===== src/rtl/core/rhsi_pkg.sv =====
// rgb to hsi conversion: shared types, constants and the cordic angle table
package rhsi_pkg;

  localparam int CORDIC_STEPS = 16;
  localparam int DIV_STEPS    = 8;
  localparam int XW           = 28;   // cordic vector width, signed
  localparam int AW           = 26;   // angle accumulator width, signed
  localparam int NUMW         = 18;   // saturation numerator width
  localparam int SUMW         = 10;   // width of b+g+r
  localparam int SQRT3_Q16    = 113512;
  localparam int INV3_MUL     = 683;  // floor(sum*683 >> 11) == sum/3 for sum <= 765
  localparam int INV3_SHIFT   = 11;
  localparam logic signed [AW-1:0] QUARTER_TURN = AW'(4194304);
  localparam logic signed [AW-1:0] HALF_TURN    = AW'(8388608);
  localparam logic [24:0]          FULL_TURN    = 25'd16777216;
  localparam logic [7:0]           HUE_HALF     = 8'd127;

  typedef struct packed {
    logic [7:0] blue;
    logic [7:0] green;
    logic [7:0] red;
  } pixel_t;

  typedef struct packed {
    logic [7:0] hue;
    logic [7:0] saturation;
    logic [7:0] intensity;
  } hsi_t;

  typedef struct packed {
    logic signed [XW-1:0] x;
    logic signed [XW-1:0] y;
    logic signed [AW-1:0] ang;
    logic [NUMW-1:0]      rem;
    logic [SUMW-1:0]      den;
    logic [7:0]           quo;
    logic [7:0]           inten;
    logic                 gray;
    logic                 gb_equal;
    logic                 x_pos;
    logic                 b_gt_g;
  } stage_t;

  // round(atan(2^-i) * 2^24 / 2pi)
  function automatic logic signed [AW-1:0] atan_unit(input int i);
    logic signed [AW-1:0] v;
    case (i)
      0:       v = AW'(2097152);
      1:       v = AW'(1238021);
      2:       v = AW'(654136);
      3:       v = AW'(332050);
      4:       v = AW'(166669);
      5:       v = AW'(83416);
      6:       v = AW'(41718);
      7:       v = AW'(20860);
      8:       v = AW'(10430);
      9:       v = AW'(5215);
      10:      v = AW'(2608);
      11:      v = AW'(1304);
      12:      v = AW'(652);
      13:      v = AW'(326);
      14:      v = AW'(163);
      default: v = AW'(81);
    endcase
    return v;
  endfunction

endpackage


===== src/rtl/core/rhsi_front.sv =====
// front end: pixel analysis, vector setup, saturation numerator, intensity
module rhsi_front (
  input  logic            clk,
  input  logic            rst,
  input  logic            vld_in,
  input  rhsi_pkg::pixel_t pix,
  output logic            vld_out,
  output rhsi_pkg::stage_t st_out
);
  import rhsi_pkg::*;

  logic                   a_vld;
  logic [SUMW-1:0]        a_sum;
  logic [7:0]             a_mn;
  logic signed [10:0]     a_xi;
  logic [7:0]             a_d;
  logic                   a_gray;
  logic                   a_gb;
  logic                   a_bgt;

  logic [SUMW-1:0]        sum_c;
  logic [7:0]             mn_c;
  logic signed [10:0]     xi_c;

  always_comb begin
    sum_c = SUMW'(pix.blue) + SUMW'(pix.green) + SUMW'(pix.red);
    mn_c  = pix.blue;
    if (pix.green < mn_c) mn_c = pix.green;
    if (pix.red < mn_c) mn_c = pix.red;
    xi_c  = $signed({2'b00, pix.red, 1'b0}) - $signed({3'b000, pix.green})
            - $signed({3'b000, pix.blue});
  end

  always_ff @(posedge clk) begin
    if (rst) begin
      a_vld <= 1'b0;
    end else begin
      a_vld <= vld_in;
    end
    a_sum  <= sum_c;
    a_mn   <= mn_c;
    a_xi   <= xi_c;
    a_d    <= (pix.green > pix.blue) ? pix.green - pix.blue : pix.blue - pix.green;
    a_gray <= (pix.red == pix.green) && (pix.green == pix.blue);
    a_gb   <= (pix.green == pix.blue);
    a_bgt  <= (pix.blue > pix.green);
  end

  logic [24:0]             y_mult;
  logic signed [XW-1:0]    x_in;
  logic signed [XW-1:0]    y_in;
  logic [SUMW-1:0]         diff;
  logic [19:0]             inv_prod;
  stage_t                  st_next;

  always_comb begin
    y_mult   = 25'(a_d) * 25'(SQRT3_Q16);
    x_in     = $signed({{(XW-27){a_xi[10]}}, a_xi, 16'b0});
    y_in     = $signed({{(XW-25){1'b0}}, y_mult});
    diff     = a_sum - (SUMW'({a_mn, 1'b0}) + SUMW'(a_mn));
    inv_prod = 20'(a_sum) * 20'(INV3_MUL);

    st_next          = '0;
    // left half plane: turn by -90 degrees first
    if (a_xi < 0) begin
      st_next.x   = y_in;
      st_next.y   = -x_in;
      st_next.ang = QUARTER_TURN;
    end else begin
      st_next.x   = x_in;
      st_next.y   = y_in;
      st_next.ang = '0;
    end
    st_next.rem      = {diff, 8'b0} - NUMW'(diff);
    st_next.den      = a_sum;
    st_next.quo      = '0;
    st_next.inten    = inv_prod[INV3_SHIFT+7:INV3_SHIFT];
    st_next.gray     = a_gray;
    st_next.gb_equal = a_gb;
    st_next.x_pos    = (a_xi > 0);
    st_next.b_gt_g   = a_bgt;
  end

  always_ff @(posedge clk) begin
    if (rst) begin
      vld_out <= 1'b0;
    end else begin
      vld_out <= a_vld;
    end
    st_out <= st_next;
  end

endmodule


===== src/rtl/core/rhsi_stage.sv =====
// one pipeline stage: one cordic vectoring step, and one quotient bit in the first DIV_STEPS stages
module rhsi_stage #(
  parameter int STEP = 0
) (
  input  logic             clk,
  input  logic             rst,
  input  logic             vld_in,
  input  rhsi_pkg::stage_t st_in,
  output logic             vld_out,
  output rhsi_pkg::stage_t st_out
);
  import rhsi_pkg::*;

  stage_t               cor;
  stage_t               st_next;
  logic signed [XW-1:0] dx;
  logic signed [XW-1:0] dy;

  always_comb begin
    cor = st_in;
    dx  = st_in.y >>> STEP;
    dy  = st_in.x >>> STEP;
    if (st_in.y > 0) begin
      cor.x   = st_in.x + dx;
      cor.y   = st_in.y - dy;
      cor.ang = st_in.ang + atan_unit(STEP);
    end else begin
      cor.x   = st_in.x - dx;
      cor.y   = st_in.y + dy;
      cor.ang = st_in.ang - atan_unit(STEP);
    end
  end

  generate
    if (STEP < DIV_STEPS) begin : g_div
      localparam int QB = DIV_STEPS - 1 - STEP;
      logic [NUMW-1:0] trial;
      always_comb begin
        st_next = cor;
        trial   = NUMW'(st_in.den) << QB;
        if (st_in.rem >= trial) begin
          st_next.rem     = st_in.rem - trial;
          st_next.quo[QB] = 1'b1;
        end
      end
    end else begin : g_nodiv
      always_comb begin
        st_next = cor;
      end
    end
  endgenerate

  always_ff @(posedge clk) begin
    if (rst) begin
      vld_out <= 1'b0;
    end else begin
      vld_out <= vld_in;
    end
    st_out <= st_next;
  end

endmodule


===== src/rtl/core/rhsi_back.sv =====
// back end: angle clamp, hue scaling, special cases, result register
module rhsi_back (
  input  logic             clk,
  input  logic             rst,
  input  logic             vld_in,
  input  rhsi_pkg::stage_t st_in,
  output logic             vld_out,
  output rhsi_pkg::hsi_t   res
);
  import rhsi_pkg::*;

  logic [23:0] angc;
  logic [24:0] v;
  logic [32:0] prod;
  hsi_t        res_next;

  always_comb begin
    if (st_in.ang < 0) begin
      angc = '0;
    end else if (st_in.ang > HALF_TURN) begin
      angc = 24'(HALF_TURN);
    end else begin
      angc = st_in.ang[23:0];
    end
    v    = st_in.b_gt_g ? FULL_TURN - 25'(angc) : 25'(angc);
    prod = {v, 8'b0} - 33'(v);   // 255 * v

    if (st_in.gray) begin
      res_next.hue = '0;
    end else if (st_in.gb_equal) begin
      res_next.hue = st_in.x_pos ? 8'd0 : HUE_HALF;
    end else begin
      res_next.hue = prod[31:24];
    end
    // black pixel: divider sees 0/0
    res_next.saturation = (st_in.den == '0) ? 8'd0 : st_in.quo;
    res_next.intensity  = st_in.inten;
  end

  always_ff @(posedge clk) begin
    if (rst) begin
      vld_out <= 1'b0;
    end else begin
      vld_out <= vld_in;
    end
    res <= res_next;
  end

endmodule


===== src/rtl/core/rgb_to_hsi_pixel_top.sv =====
// rgb to hsi pixel converter, top level
//
//  channel   ports            direction  handshake
//  pixel     start, pixel     in         start & !busy
//  result    done, result     out        done, one cycle, no back pressure
//
// one word enters every clock; busy is always low
// result shows with done, registered through these stages in order:
// 2 front stages, 16 cordic stages (first 8 also make one quotient bit each),
// 1 output stage
// synchronous reset clears the valid bits only

module rgb_to_hsi_pixel_top (
  input  logic             clk,
  input  logic             rst,
  input  logic             start,
  output logic             busy,
  input  rhsi_pkg::pixel_t pixel,
  output logic             done,
  output rhsi_pkg::hsi_t   result
);
  import rhsi_pkg::*;

  logic   vld [CORDIC_STEPS+1];
  stage_t st  [CORDIC_STEPS+1];

  assign busy = 1'b0;

  rhsi_front u_front (
    .clk     (clk),
    .rst     (rst),
    .vld_in  (start),
    .pix     (pixel),
    .vld_out (vld[0]),
    .st_out  (st[0])
  );

  generate
    for (genvar i = 0; i < CORDIC_STEPS; i++) begin : g_stage
      rhsi_stage #(
        .STEP (i)
      ) u_stage (
        .clk     (clk),
        .rst     (rst),
        .vld_in  (vld[i]),
        .st_in   (st[i]),
        .vld_out (vld[i+1]),
        .st_out  (st[i+1])
      );
    end
  endgenerate

  rhsi_back u_back (
    .clk     (clk),
    .rst     (rst),
    .vld_in  (vld[CORDIC_STEPS]),
    .st_in   (st[CORDIC_STEPS]),
    .vld_out (done),
    .res     (result)
  );

endmodule


===== config.mk =====
export PLATFORM = sky130hd
export DESIGN_NAME = rgb_to_hsi_pixel_top
export DESIGN_NICKNAME = d
export VERILOG_FILES = /design/src/rtl/core/rhsi_pkg.sv /design/src/rtl/core/rhsi_front.sv /design/src/rtl/core/rhsi_stage.sv /design/src/rtl/core/rhsi_back.sv /design/src/rtl/core/rgb_to_hsi_pixel_top.sv
export SDC_FILE = /design/constraint.sdc
export NUM_CORES = 2
export LEC_CHECK = 0
export ABC_AREA = 1
export BUFFER_PORTS_ARGS = -buffer_cell sky130_fd_sc_hd__buf_2
export CORE_UTILIZATION = 45
export CTS_BUF_LIST = sky130_fd_sc_hd__clkbuf_8
export DETAILED_ROUTE_END_ITERATION = 10
export HOLD_SLACK_MARGIN = 0.08
export SYNTH_ARGS = -nofsm -noshare
export SYNTH_HDL_FRONTEND = slang
export SYNTH_SLANG_ARGS = --single-unit

===== constraint.sdc =====
create_clock -name clk -period 6 [get_ports clk]
set_clock_uncertainty 0.1 [all_clocks]
set_input_delay 0.6 -clock clk [delete_from_list [all_inputs] [get_ports clk]]
set_output_delay 0.6 -clock clk [all_outputs]
set_load 0.03 [all_outputs]

# Word-level counts from Yosys, hierarchy flattened
# Index checks and enable logic that the tools add are counted.
# op_classes
order_cmp	32
eq_ne	2
mux	33
mul	2
n_reduce_logical	2
add_sub_neg	110
# ops
op	n
$mux 82	15
$gt 28x1->1 const B	16
$mux 18	7
$sub 28x27->28	3
$mux 79	1
$add 28x14->28	2
$add 28x15->28	2
$add 28x16->28	2
$add 28x17->28	2
$add 28x18->28	2
$add 28x19->28	2
$add 28x20->28	2
$add 28x21->28	2
$add 28x22->28	2
$add 28x23->28	2
$add 28x24->28	2
$add 28x25->28	2
$add 28x26->28	2
$add 28x27->28	2
$sub 28x14->28	2
$sub 28x15->28	2
$sub 28x16->28	2
$sub 28x17->28	2
$sub 28x18->28	2
other kinds (85)	101
# word_totals
reg_bits	2010
output_inout_bits	26
input_bits	27
word_cells	394

# Longest topological paths before layout
# logic_depth
word_depth	7
mapped_depth	30
depth_no_buf	29

# Hierarchy
# From an unflattened synthesis, not the netlist that was laid out.
# unflattened
cells_unflattened	23995
hier_area_um2	161607.5
# by_module_without_submodules
module	area_per_inst_um2	cells_per_inst	instances
rhsi_front	10984.3	1313	1
rhsi_stage at g_stage[6].u_stage	10418.7	1678	1
rhsi_stage at g_stage[3].u_stage	10385.0	1642	1
rhsi_stage at g_stage[1].u_stage	10050.9	1552	1
rhsi_stage at g_stage[2].u_stage	9999.6	1536	1
rhsi_stage at g_stage[0].u_stage	9868.2	1531	1
rhsi_stage at g_stage[4].u_stage	9863.2	1465	1
rhsi_stage at g_stage[5].u_stage	9830.7	1531	1
rhsi_stage at g_stage[7].u_stage	9651.8	1444	1
rhsi_stage at g_stage[9].u_stage	8868.5	1330	1
rhsi_stage at g_stage[8].u_stage	8785.9	1263	1
rhsi_stage at g_stage[10].u_stage	8334.2	1183	1
rhsi_stage at g_stage[14].u_stage	8315.5	1208	1
rhsi_stage at g_stage[11].u_stage	8311.7	1198	1
+5 rows	n/a	n/a	n/a

# Worst setup path before layout
# OpenSTA, ideal clock, no wires.
# synth_timing
path_kind	flip-flop to flip-flop
start	reg g_stage[8].u_stage.st_out[83] (netlist bit)
end	reg g_stage[9].u_stage.st_out[120] (netlist bit)
arrival_ps	4126
required_time_ps	5778
setup_slack_ps	1652
stages_incl_launch_ff	22
cell_sequence	dfxtp_1 -> nor3_2 -> nand2_1 -> nor2_2 -> nand3_2 -> nor2_4 -> nand4_4 -> nor2_4 -> nand2_4 -> nand2_4 -> clkbuf_1 -> o21ai_0 -> fa_1 -> a31oi_1 -> o21ai_0 -> a21oi_1 -> o21bai_1 -> a21boi_0 -> o21bai_1 -> nand2_1 -> nand2_1 -> xor2_1
# synth_lines
element	line_no	rtl
start, declared	rhsi_stage.sv:10	output rhsi_pkg::stage_t st_out
start signal, assigned	rhsi_stage.sv:59	st_out <= st_next;
end signal, assigned	rhsi_stage.sv:59	
end, declared	rhsi_stage.sv:10	

==> results.txt <==
largest net degree at the start of global routing -> 54
Post-DP HPWL -> 243.2 mm
antenna-violating nets left -> 0
Nets -> 16750
met2 usage -> 37.06%
placed cells -> 18230
Yosys warning count -> 0
commonest register cell after synthesis -> dfxtp_1
residual DRC count -> 0
CTS root buf -> clkbuf_8
clk buf depth -> 4
fin. max-slew vios -> 0
row count -> 186
fin crit share -> 89.85%
CTS tree -> yes
latest clock arrival within the worst-skew pair -> 1.00 ns
Top Usage Layer GRT -> met2
Seq/Total Area, Yosys -> 32.37%
Synth Area in XOR/XNOR -> 12.55%
Hold Crit Start -> g_stage[0].u_stage.st_out[10]$_DFF_P_
drt first pass iters -> 8
post-CTS setup buffers -> 0
clk slew on worst S/H paths -> 0.07 ns
Data required, critical path -> 6.81 ns
# port buffers -> 51
WL/cell -> 15.80 microns
synth unique cells -> 72
Max-Cap Viols -> 0
share of flip-flops with an asynchronous set or reset -> 0%
hold buffer count at CTS -> 26
register bit total from synthesis -> 1893
Syn-to-layout area delta -> 9.734%
CP startpoint kind -> flip-flop
slowest stage delay, CP -> 0.73 ns
die area -> 262200 sq um
routability congestion estimate -> 0.9427
reg2reg end -> g_stage[11].u_stage.st_out[92]$_DFF_P_
syn_area_per_cell -> 7.872 sq um
Initial DRC Count -> 5970
post-cts repair resize count -> 0
largest family of logic cells by synthesized area -> adder cells
setup violators final -> 0
FMAX -> 185.5 MHz
Synth Area in Simple Gates -> 17.05%
Placed Area -> 121400 sq um
Mapped Area -> 117100 sq um
total gr overflow -> 0
Setup crit end kind -> flip-flop
hold path endpoint -> g_stage[1].u_stage.st_out[10]$_DFF_P_
die outline width -> 512.1 microns
I/O pin cnt -> 53
status -> completed
reg2reg setup slack -> 0.61 ns
most used cell, CP -> nand2_1
setup_tns -> 0 ns
crit-path max FO -> 16
Crit-path slowest cell -> o21ai_0
Core Region -> 257900 sq um
starting density of the core -> 45.40%
kind of critical path -> flip-flop to flip-flop
Worst Path Arrival -> 6.20 ns
Tmin final -> 5.391 ns
first-pass GRT wire length -> 479.0 mm
post-synthesis compound-gate area fraction -> 14.27%
HP Class -> flip-flop to flip-flop
H-tree levels -> 5
number of fill cells -> 25760
final hold vios -> 0
number of global-route vias before repair -> 92630
Final Cell Area -> 128500 sq um
Relative slew margins -> 24.50%
worst r2r src -> g_stage[10].u_stage.st_out[86]$_DFF_P_
All-Layer GR Usage -> 22.09%
Post-synth EDFFs -> 0
GR Util met1 -> 29.22%
CTS sink count -> 1893
Num CTS Buffers -> 322
fraction of synthesized area in multiplexers -> 0.04382%
layout cell share with drive strength beyond 1 -> 4.412%
worst-case reg-to-reg path depth -> 25
Synth Instances -> 14870
Post-Synth Adder-Cell Area -> 17.06%
non-filler cells, final -> 18820
total number of vias -> 96070
RSZ-0062 raised after global routing -> no
initial antenna violation count -> 7
Die Y -> 512.1 microns
drt via density -> 5.104
final wirelength -> 297.4 mm
GR Layer Usage met3 -> 2.593%
Least-Margin Pin Slew -> 1.122 ns
Hold Crit Depth -> 0
[layer usage]
metal | vias to the layer above | wire, microns
met3 | 539 | 12410
met2 | 1919 | 135200
li1 | 50180 | -
met4 | 0 | 10040
met1 | 43430 | 139700
met5 | - | 0
[layout make-up]
type                    count  area (sq um)  share of cell area [%]
well taps                3384          4234                   3.296
clock buffers             386          5313                   4.135
clock inverters           173          1469                   1.143
inverters                1919          7204                   5.608
multi-input cells       10930         71420                   55.59
diodes                      4         10.01                0.007791
repair buffers            131         933.4                  0.7265
flip-flops and latches   1893         37900                   29.50
[flip-flops by register name, indices dropped and copies added (netlist names), 7 cells and up]
name                     count
u_back.res                  24
u_front.a_sum               10
u_front.st_out              90
u_front.a_mn                 8
u_front.a_d                  7
u_front.a_xi                11
g_stage.u_stage.st_out    1721
g_stage.u_stage.vld_out     16
[cell usage after synthesis (all sizes together), types with 6 or more instances]
cell / count / area (sq um)
a211oi: 20 / 150.1
a21boi: 53 / 397.9
a21o: 98 / 735.7
a21oi: 1404 / 7027
a221oi: 15 / 131.4
a31oi: 131 / 819.5
buf: 46 / 261.5
clkbuf: 85 / 319.1
dfxtp: 1893 / 37900
fa: 120 / 2402
ha: 1404 / 17570
inv: 1915 / 7188
nand2: 2380 / 8999
nand3: 514 / 2577
nand3b: 18 / 135.1
nand4: 154 / 978.4
nor2: 1237 / 4701
nor3: 230 / 1212
nor3b: 8 / 65.06
nor4: 160 / 1007
nor4b: 7 / 61.31
o2111ai: 11 / 96.34
o211a: 13 / 130.1
o211ai: 50 / 375.4
o21a: 71 / 533.0
o21ai: 871 / 4397
o21bai: 101 / 758.2
o221ai: 40 / 350.3
o22ai: 6 / 37.54
o31ai: 67 / 503.0
o41ai: 9 / 78.83
or2: 21 / 131.4
xnor2: 528 / 4624
xor2: 1144 / 10030
[worst max-delay path: cells and delay by family (launching register included)]
family | cells | cell delay [ns]
compound gates | 7 | 2.39
xor+xnor | 1 | 0.15
fa+ha+maj | 1 | 0.29
buf+inv | 2 | 0.31
flops | 1 | 0.32
simple gates | 14 | 1.71
[through the flow]
stage	utilization, %	setup slack (ns)	hold WS (ns)
finish	49.82	0.6089	0.1639
global route	49.82	0.08649	0.1319
global placement	47.09	0.8308	0.2096
detailed placement	47.09	0.8108	0.2121
floorplan	-	1.652	0.2096
CTS	49.82	0.7539	0.08462
[layout by cell type (no fill, tap or decap), types with 18 or more instances in the layout]
cell           instances
xnor2_1              528
a211oi_1              20
o221ai_1              40
clkinv_2              34
nand2_2               19
o21a_1                71
ha_1                1404
a21o_1                98
clkbuf_8             386
nand3b_1              18
o211ai_1              50
bufinv_16             24
dfxtp_1             1893
nand2_1             2358
nor4_1               159
nor3_1               218
nand3_1              513
nand4_1              153
dlygate4sd3_1         26
xor2_1              1143
inv_2                 24
o21bai_1             101
o31ai_1               67
o21ai_1              114
a21oi_1             1404
fa_1                 120
o21ai_0              747
nor2_1              1222
a31oi_1              131
buf_4                 53
inv_1               1983
a21boi_0              42
buf_2                 51
[cells by family (layout without fill, tap and decap cells)]
logic type / Yosys count / in the layout
AO/OA/AOI/OAI: 2982 / 2982
XOR/XNOR: 1674 / 1674
adder cells (fa/ha/maj): 1524 / 1524
buffers and inverters: 2050 / 2609
flip-flops: 1893 / 1893
multiplexers: 5 / 5
other: 1 / 7
AND/OR/NAND/NOR: 4744 / 4744
[worst max-delay path by stage]
| stage | start | endpoint | slack, ns | depth (start not counted) |
|---|---|---|---|---|
| finish | g_stage[10].u_stage.st_out[86]$_DFF_P_ | g_stage[11].u_stage.st_out[92]$_DFF_P_ | 0.61 | 25 |
| global route | g_stage[10].u_stage.st_out[86]$_DFF_P_ | g_stage[11].u_stage.st_out[92]$_DFF_P_ | 0.09 | 25 |
| CTS | g_stage[10].u_stage.st_out[86]$_DFF_P_ | g_stage[11].u_stage.st_out[92]$_DFF_P_ | 0.75 | 25 |
| detailed placement | g_stage[10].u_stage.st_out[87]$_DFF_P_ | g_stage[11].u_stage.st_out[94]$_DFF_P_ | 0.81 | 25 |
| global placement | g_stage[10].u_stage.st_out[87]$_DFF_P_ | g_stage[11].u_stage.st_out[94]$_DFF_P_ | 0.83 | 25 |
| floorplan | g_stage[8].u_stage.st_out[83]$_DFF_P_ | g_stage[9].u_stage.st_out[120]$_DFF_P_ | 1.65 | 21 |
Power is not shown: default switching activity piles up to over one toggle a cycle in this logic, so the estimate is an artifact.
